===== src/rtl/lph_pkg.sv =====
// Shared types and constants for the linear probing hash table.
// No dependencies; every other file in rtl/ refers to this package by scoped names.
package lph_pkg;

  localparam int SLOTS     = 16;
  localparam int SLOT_BITS = $clog2(SLOTS);
  localparam int KEY_BITS  = 31;

  // Golden-ratio fraction 0.6180339887 in unsigned 0.32 fixed point
  localparam logic [31:0] HOME_MULT = 32'd2654435769;

  // Request operation codes
  localparam logic [1:0] MODE_INSERT = 2'd0;
  localparam logic [1:0] MODE_LOOKUP = 2'd1;
  localparam logic [1:0] MODE_DELETE = 2'd2;

  // Result status codes
  localparam logic [1:0] STATUS_OK   = 2'd0;
  localparam logic [1:0] STATUS_MISS = 2'd1;
  localparam logic [1:0] STATUS_FULL = 2'd2;

  // Probe token handed from cell to cell
  typedef struct packed {
    logic                 active;
    logic [1:0]           mode;
    logic [KEY_BITS-1:0]  key;
    logic [SLOT_BITS-1:0] home;
    logic                 hit;
    logic [SLOT_BITS-1:0] slot;
  } tok_t;

endpackage


===== src/rtl/lph_hash.sv =====
// Home slot stage: multiplicative hash of the request key into a probe token.
// Depends on lph_pkg.
module lph_hash (
  input  logic                         clk,
  input  logic                         rst,
  input  logic                         load,
  input  logic [1:0]                   mode,
  input  logic [lph_pkg::KEY_BITS-1:0] key,
  output lph_pkg::tok_t                tok
);

  logic [31:0] frac;

  // Keep the low 32 bits of key times the golden-ratio fraction
  assign frac = 32'(32'(key) * lph_pkg::HOME_MULT);

  // Launch a fresh token; the top bits of the fraction pick the home slot
  always_ff @(posedge clk) begin
    if (rst) begin
      tok.active <= 1'b0;
    end else begin
      tok.active <= load;
    end
    tok.mode <= mode;
    tok.key  <= key;
    tok.home <= frac[31 -: lph_pkg::SLOT_BITS];
    tok.hit  <= 1'b0;
    tok.slot <= '0;
  end

endmodule


===== src/rtl/lph_cell.sv =====
// One table slot: stored key, valid bit and the probe step for that slot.
// Depends on lph_pkg.
module lph_cell (
  input  logic                          clk,
  input  logic                          rst,
  input  logic [lph_pkg::SLOT_BITS-1:0] idx,
  input  lph_pkg::tok_t                 tok_in,
  output lph_pkg::tok_t                 tok_out
);

  logic                         slot_valid;
  logic [lph_pkg::KEY_BITS-1:0] slot_key;
  logic                         eligible;
  logic                         match;
  logic                         ins_hit;
  logic                         find_hit;
  logic                         del_hit;

  // Act only on a live token that has not settled and has reached its home slot
  assign eligible = tok_in.active && !tok_in.hit && (idx >= tok_in.home);
  assign match    = slot_valid && (slot_key == tok_in.key);
  assign ins_hit  = eligible && (tok_in.mode == lph_pkg::MODE_INSERT) && !slot_valid;
  assign find_hit = eligible && match &&
                    ((tok_in.mode == lph_pkg::MODE_LOOKUP) ||
                     (tok_in.mode == lph_pkg::MODE_DELETE));
  assign del_hit  = find_hit && (tok_in.mode == lph_pkg::MODE_DELETE);

  // Update the slot on insert or delete
  always_ff @(posedge clk) begin
    if (rst) begin
      slot_valid <= 1'b0;
    end else if (ins_hit) begin
      slot_valid <= 1'b1;
    end else if (del_hit) begin
      slot_valid <= 1'b0;
    end
    if (ins_hit) begin
      slot_key <= tok_in.key;
    end
  end

  // Hand the token to the next cell, marking it settled here on a hit
  always_ff @(posedge clk) begin
    if (rst) begin
      tok_out.active <= 1'b0;
    end else begin
      tok_out.active <= tok_in.active;
    end
    tok_out.mode <= tok_in.mode;
    tok_out.key  <= tok_in.key;
    tok_out.home <= tok_in.home;
    if (ins_hit || find_hit) begin
      tok_out.hit  <= 1'b1;
      tok_out.slot <= idx;
    end else begin
      tok_out.hit  <= tok_in.hit;
      tok_out.slot <= tok_in.slot;
    end
  end

  a_insert_sets_valid: assert property (@(posedge clk) disable iff (rst)
    ins_hit |=> slot_valid)
    else $error("insert did not mark slot valid");

  a_delete_clears_valid: assert property (@(posedge clk) disable iff (rst)
    del_hit |=> !slot_valid)
    else $error("delete did not clear slot");

  a_hit_not_before_home: assert property (@(posedge clk) disable iff (rst)
    (ins_hit || find_hit) |-> (tok_in.active && idx >= tok_in.home))
    else $error("slot acted outside the probe range");

endmodule


===== src/rtl/linear_probe_hash_table.sv =====
// Top level of the linear probing hash table: hash stage plus a row of slot cells.
// Depends on lph_pkg, lph_hash and lph_cell.
//
// Usage:
//   Raise start with mode and key while busy is low; the request is taken at
//   that clock edge and busy rises for the whole operation. Mode insert puts
//   the key in the first empty slot at or after its home slot, lookup and
//   delete act on the first valid matching slot; probing never wraps.
//   The key is hashed into a registered probe token, which then walks the row of
//   SLOTS cells, one cell per cycle, so every request runs through the whole row
//   from acceptance to the result, whatever the outcome.
//   The result (status, found_key, slot_index) is shown for one cycle with
//   done high; busy drops at the edge that ends that cycle, so the next
//   request is taken once busy is low. The walk through the cell row sets the
//   pace: one request is in flight at a time, and a new request is taken only
//   after the previous result has been shown.
//   There is no back pressure on the result side.
//   Reset empties the table (all valid bits clear) and drops busy at once.
module linear_probe_hash_table (
  input  logic                          clk,
  input  logic                          rst,
  input  logic                          start,
  output logic                          busy,
  input  logic [1:0]                    mode,
  input  logic [lph_pkg::KEY_BITS-1:0]  key,
  output logic                          done,
  output logic [1:0]                    status,
  output logic [lph_pkg::KEY_BITS-1:0]  found_key,
  output logic [lph_pkg::SLOT_BITS-1:0] slot_index
);

  lph_pkg::tok_t chain [lph_pkg::SLOTS+1];
  lph_pkg::tok_t last;
  logic          accept;

  assign accept = start && !busy;

  // Hash the key into a probe token
  lph_hash u_hash (
    .clk  (clk),
    .rst  (rst),
    .load (accept),
    .mode (mode),
    .key  (key),
    .tok  (chain[0])
  );

  // Row of slot cells
  for (genvar i = 0; i < lph_pkg::SLOTS; i++) begin : g_cell
    lph_cell u_cell (
      .clk     (clk),
      .rst     (rst),
      .idx     (lph_pkg::SLOT_BITS'(i)),
      .tok_in  (chain[i]),
      .tok_out (chain[i+1])
    );
  end

  assign last = chain[lph_pkg::SLOTS];

  // Hold busy from acceptance until the result cycle ends
  always_ff @(posedge clk) begin
    if (rst) begin
      busy <= 1'b0;
    end else if (accept) begin
      busy <= 1'b1;
    end else if (last.active) begin
      busy <= 1'b0;
    end
  end

  // Build the result from the token leaving the last cell
  always_comb begin
    done       = last.active;
    status     = lph_pkg::STATUS_MISS;
    found_key  = '0;
    slot_index = '0;
    if (last.hit) begin
      status     = lph_pkg::STATUS_OK;
      slot_index = last.slot;
      if (last.mode == lph_pkg::MODE_LOOKUP) begin
        found_key = last.key;
      end
    end else if (last.mode == lph_pkg::MODE_INSERT) begin
      status = lph_pkg::STATUS_FULL;
    end
  end

  a_done_ends_busy: assert property (@(posedge clk) disable iff (rst)
    done |=> !busy)
    else $error("busy stayed high after result");

  a_done_while_busy: assert property (@(posedge clk) disable iff (rst)
    done |-> busy)
    else $error("result without an open request");

  a_accept_sets_busy: assert property (@(posedge clk) disable iff (rst)
    accept |=> (busy && !done))
    else $error("request accepted but busy not raised");

  a_one_token: assert property (@(posedge clk) disable iff (rst)
    (chain[0].active && busy) |-> !done)
    else $error("two probe tokens in flight");

endmodule


===== config.mk =====
export PLATFORM = sky130hd
export DESIGN_NAME = linear_probe_hash_table
export DESIGN_NICKNAME = d
export VERILOG_FILES = /design/src/rtl/lph_pkg.sv /design/src/rtl/lph_hash.sv /design/src/rtl/lph_cell.sv /design/src/rtl/linear_probe_hash_table.sv
export SDC_FILE = /design/constraint.sdc
export NUM_CORES = 2
export LEC_CHECK = 0
export ABC_AREA = 1
export BUFFER_PORTS_ARGS = -buffer_cell sky130_fd_sc_hd__buf_2
export CORE_ASPECT_RATIO = 0.7
export CORE_MARGIN = 3
export CORE_UTILIZATION = 60
export CTS_CLUSTER_SIZE = 25
export DETAILED_ROUTE_END_ITERATION = 10
export PLACE_DENSITY = 0.87
export SYNTH_ARGS = -nofsm -noshare
export SYNTH_HDL_FRONTEND = slang
export SYNTH_SLANG_ARGS = --single-unit
export TNS_END_PERCENT = 10

===== constraint.sdc =====
create_clock -name clk -period 12.4 [get_ports clk]
set_clock_uncertainty 0.15 [all_clocks]
set_input_delay 0.62 -clock clk [delete_from_list [all_inputs] [get_ports clk]]
set_output_delay 0.62 -clock clk [all_outputs]
set_load 0.05 [all_outputs]

# ---- After elaboration in Yosys (flattened, before gate mapping)
# Index checks and enable logic that the tools add are counted.
dict set report totals {
  ff_bits 1235
  output_inout_bits 39
  wordCells 464
}
dict set report op_classes {
  n_mul 1
  magnitude_cmp 16
  n_eq_ne 49
  muxes 40
  reduce_logical 226
}
# cell count
set op_table {}
lappend op_table {{$eq A31 B31 Y1} 16}
lappend op_table {{$logic_and A1 B1 Y1} 128}
lappend op_table {{$mux W31} 2}
lappend op_table {{$eq A2 B1 Y1 const B} 17}
lappend op_table {{$logic_not A2 Y1} 17}
lappend op_table {{$mux W1} 34}
lappend op_table {{$reduce_bool A2 Y1} 17}
lappend op_table {{$eq A2 B2 Y1 const B} 16}
lappend op_table {{$ge A4 B4 Y1 const A} 8}
lappend op_table {{$logic_not A1 Y1} 32}
lappend op_table {{$logic_or A1 B1 Y1} 32}
lappend op_table {{$mul A31 B32 Y32 const B} 1}
lappend op_table {{$ge A3 B4 Y1 const A} 4}
lappend op_table {{$ge A1 B4 Y1 const A} 2}
lappend op_table {{$ge A2 B4 Y1 const A} 2}
lappend op_table {{$mux W5} 1}
lappend op_table {{$mux W2} 2}
lappend op_table {{$mux W4} 1}

# ---- Longest topological paths before layout
dict set report logic_depth {
  ltp_word 8
  ltp_mapped 28
  mapped_depth_nobuf 28
}

# ---- Hierarchy
# Synthesis repeated with hierarchy kept, for this count alone.
dict set report unflattened {
  cells_unflattened 5737
  hier_area_um2 53548.9
}
# mod n_inst cells_each area_each_um2 seq_area_each_um2
set by_module_without_submodules {}
lappend by_module_without_submodules {lph_cell 16 294 2742.6 1811.7}
lappend by_module_without_submodules {lph_hash 1 947 9196.3 760.7}
lappend by_module_without_submodules {linear_probe_hash_table 1 86 470.5 20.0}

# ---- Worst setup path after synthesis
# No wires, ideal clock.
dict set report synth_timing {
  path_type {input-to-reg}
  startpoint {in key[13] in the netlist's numbering}
  endpoint {reg u_hash.tok[6] in the netlist's numbering}
  setup_ps 112
  arrival_time_ps 5856
  setup_slack_ps 6282
  path_stages 22
  path_buffers 0
  path_cell_list {fa_1 > inv_1 > fa_1 > inv_1 > fa_1 > inv_1 > fa_1 > inv_1 > fa_1 > fa_1 > fa_1 > inv_1 > fa_1 > inv_1 > ha_1 > a21oi_1 > o21a_1 > o21ai_0 > a211oi_1 > nand2_1 > nand2_1 > nand2_1}
}
dict set report synth_between {
  elab_chain_len 1
}
# item line
set synth_lines {}
lappend synth_lines {{from (decl)} linear_probe_hash_table.sv:25} ;# input logic [lph_pkg::KEY_BITS-1:0] key,
lappend synth_lines {{$mul A31 B32 Y32} lph_hash.sv:15} ;# assign frac = 32'(32'(key) * lph_pkg::HOME_MULT);
lappend synth_lines {{named net u_hash.frac[29]} lph_hash.sv:12} ;# logic [31:0] frac;
lappend synth_lines {{to (decl)} lph_hash.sv:9} ;# output lph_pkg::tok_t tok
# The timed path passes the listed nets, and every way through them passes these cells.
# A chain may end at the register's enable or synchronous reset.

# ---- Final worst setup path
dict set report layout_timing {
  startpoint {in key[14] in the netlist's numbering}
  endpoint {reg u_hash.tok[6] in the netlist's numbering}
}
# The elaborated chain is that of the path after synthesis.

==> key figures <==
CTS
  – CTS tree: built
  – H-tree depth: 3
  – Root buffer cell: clkbuf_16
  – Cts bufs inserted: 101
  – Later-pin clock latency in the skew report: 0.69 ns
  – Reg clk slew, reported paths: 0.07 ns
  – # clock sinks: 1216
  – Clk buf depth: 3
  – CTS resizes: 0

Timing
  – Tcrit/Tclk final: 54.1%
  – Worst slew pin tran: 1.25 ns
  – Min cycle time layout: 6.71 ns
  – Final Worst Setup Slack: 5.69 ns
  – Relative slew slack: 16.1%
  – RSZ-0062 raised after global routing: false
  – Setup TNS: 0 ns
  – Final setup violation count: 0
  – Peak Freq: 0.149 GHz
  – Final Hold Fails: 0
  – Fin. max-slew vios: 0

Die
  – DIE HEIGHT: 244 microns
  – IO Pins: 75
  – FP Rows: 86
  – Core area: 79600 sq um
  – Die Wd: 347 microns
  – Starting Density: 61.2%
  – Die Area: 84800 sq um

Worst setup path
  – Critical path depth: 24
  – R2r startpoint: g_cell[8].u_cell.tok_out[6]
  – Worst path max stage delay: 0.62 ns
  – Req. time, crit path: 12.82 ns
  – WS Path Type: input port to flop
  – CP most frequent cell: fa_1
  – Worst-path fanout max: 6
  – CP Buf/Inv Count: 8
  – CP startpoint: key[14]
  – CP endpoint: u_hash.tok[6]
  – Slowest CP cell: fa_1
  – Crit-path cells: dlygate4sd3_1 > buf_2 > fa_1 > inv_1 > fa_1 > inv_1 > fa_1 > inv_1 > fa_1 > inv_1 > fa_1 > fa_1 > fa_1 > inv_1 > fa_1 > inv_1 > ha_1 > a21oi_1 > o21a_1 > o21ai_0 > a211oi_1 > nand2_1 > nand2_1 > nand2_1
  – R2R Path End: g_cell[9].u_cell.tok_out[1]
  – Worst Setup End Kind: flop
  – Flop-to-flop setup slack: 9.29 ns
  – Nature of the critical path startpoint: input port
  – Cell depth of the worst flop-to-flop path: 8
  – Largest delay contributor family on the critical path: adder cells
  – Worst Path Arrival: 7.14 ns

Detailed routing
  – Final ANT Viol Nets: 0
  – DRT iter0 DRCs: 4238
  – DR WL/cell: 21.7 microns
  – Total wire length: 126000 microns
  – Drc violations: 0
  – Vias per cell: 5.53
  – Total vias in the final route: 32055
  – Drt pass-1 iters: 9

Synth
  – FF+latch count, synth: 1216
  – Ys async rst share: 0%
  – Post-synthesis sequential area ratio: 60.1%
  – Share of the synthesized area in the top cell type: 30.6%
  – Post-Syn Area: 48800 sq um
  – Synth warn: 0
  – Cell taking the most area after synthesis: edfxtp_1
  – Post-synth EDFFs: 496
  – Most frequent cell after synthesis: inv_1
  – Post-synth cell types: 38
  – Gate Count Post-Synth: 4437
  – Post-Syn Nets: 4877
  – Area contributors post-synth: edfxtp_1 31%, dfxtp_1 30%, fa_1 8.2%
  – Commonest cells post-synth: 845 x inv_1, 739 x nand2_1, 720 x dfxtp_1, 496 x edfxtp_1, 366 x nor2_1
  – Synth Flop Type: dfxtp_1
  – Syn_area_per_cell: 11.0 sq um

Global routing
  – Global-route met1 utilization: 45.5%
  – Vias in the first global route: 31282
  – Met2 usage: 38.6%
  – First-pass GRT wire length: 188000 microns
  – Initial antenna violation count: 3
  – Met3 Track Usage GR: 13.2%
  – Largest net degree at the start of global routing: 35
  – Grt peak-use layer: met1
  – Total gr overflow: 0
  – GRT Overall Usage: 29.6%

Power and ir drop
  – Power share of the combinational group: 45.3%
  – Worst vdd ir: 0.000741 V
  – Net Sw Power: 5.77 mW
  – P per Cell Area: 267 nW/um^2
  – Share of power burned in registers: 31.7%
  – Final total power: 14.5 mW
  – Switching Share: 39.9%
  – Pleak: 24.3 nW
  – Pint: 8.71 mW
  – Clock Power Share: 23.1%

Place
  – Gpl congestion: 1.07
  – Dpl cells: 5579
  – I/O Buffers: 74
  – Pre-CTS setup slack: 5.61 ns
  – Hpwl dp: 95000 microns

Cells and area
  – Fin util: 68.2%
  – Fillers: 5254
  – Fin cells: 5792
  – ANT cells: 0
  – Nets: 5088
  – Layout cells sized above 1: 8.76%
  – Area Overhead vs Synth: 11.4%

Outcome
  – Status: finished clean

Flow run
  – Max Cap Violations: 0

Min path
  – Worst hold path class: input port to flop
[state kept, by name (all words and copies together) (netlist names)]
register	flops
g_cell.u_cell.tok_out	665
g_cell.u_cell.slot_key	496
u_hash.tok	38
g_cell.u_cell.slot_valid	16
busy	1
[power by group through the flow]
stage               sequential [mW]  combinational, mW  clock, mW
finish                         4.59               6.56       3.34
global placement               4.65               6.06          0
detailed placement             4.67               6.24          0
floorplan                      4.58               4.59          0
global route                   4.61               7.41       3.49
CTS                            4.58               6.41       3.34
[layer usage]
metal | vias to the layer above | part of all wire, %
met5 | - | 0.15
met2 | 1968 | 38
met1 | 15416 | 44
li1 | 14473 | -
met4 | 6 | 1.5
met3 | 192 | 16
[worst min-delay path by stage]
stage / start / endpoint / slack, ns / cells past startpoint
floorplan: g_cell[10].u_cell.tok_out[5] / g_cell[11].u_cell.tok_out[5] / 0.16 / 0
detailed placement: g_cell[12].u_cell.tok_out[5] / g_cell[13].u_cell.tok_out[5] / 0.16 / 0
CTS: key[13] / u_hash.tok[22] / 0.009 / 1
global placement: g_cell[2].u_cell.tok_out[6] / g_cell[3].u_cell.tok_out[6] / 0.16 / 0
finish: key[7] / u_hash.tok[16] / 0.04 / 1
global route: key[13] / u_hash.tok[22] / 0.03 / 1
[placed cells by master (no fill, tap or decap), types with 15 or more instances in the layout]
cell and n:
xnor2_1 74, nand3_1 93, buf_2 74, nand4_1 118, ha_1 204, xor2_1 112
nor3_1 80, buf_4 19, dlygate4sd3_1 21, inv_1 845, nand3b_1 24, nor4_1 15
clkinv_2 26, o21ai_0 74, a21oi_1 58, clkbuf_16 104, fa_1 200, nor2_1 356
or2_2 124, nand2_1 739, edfxtp_1 496, o22ai_1 30, dfxtp_1 720
[per-stage QoR]
stage | area [sq um] | hold slack [ns]
final | 54300 | 0.0399
after global routing | 54300 | 0.0281
after CTS | 54300 | 0.00859
after detailed placement | 50600 | 0.163
after global placement | 50600 | 0.162
after floorplan | 48800 | 0.160
[layout make-up]
cell class                      count  area [sq um]  share of cell area (%)
Clock inverter                     63           679                    1.25
Timing Repair Buffer              115           738                    1.36
Sequential cell                  1216         29300                    53.9
Multi-Input combinational cell   2366         16300                    30.0
Inverter                          848          3180                    5.86
Tap cell                         1056          1320                    2.43
Clock buffer                      128          2810                    5.18
[what timing repair did]
item / CTS / global route
hold endpoints to repair: 21 / 0
setup endpoints to repair: 0 / 0
buffers inserted: 0 / 0
hold buffers: 21 / 0
[kinds of logic (layout without fill, tap and decap cells)]
kind of cell	after synthesis	after routing	share of synthesized area (%)
AND/OR/NAND/NOR	1589	1589	14.4
XOR/XNOR	186	186	3.34
AO/OA/AOI/OAI	187	187	2.14
flip-flops	1216	1216	60.1
buffers and inverters	855	1154	6.58
adder cells (fa/ha/maj)	404	404	13.4
(Power assumes the default switching activity.)
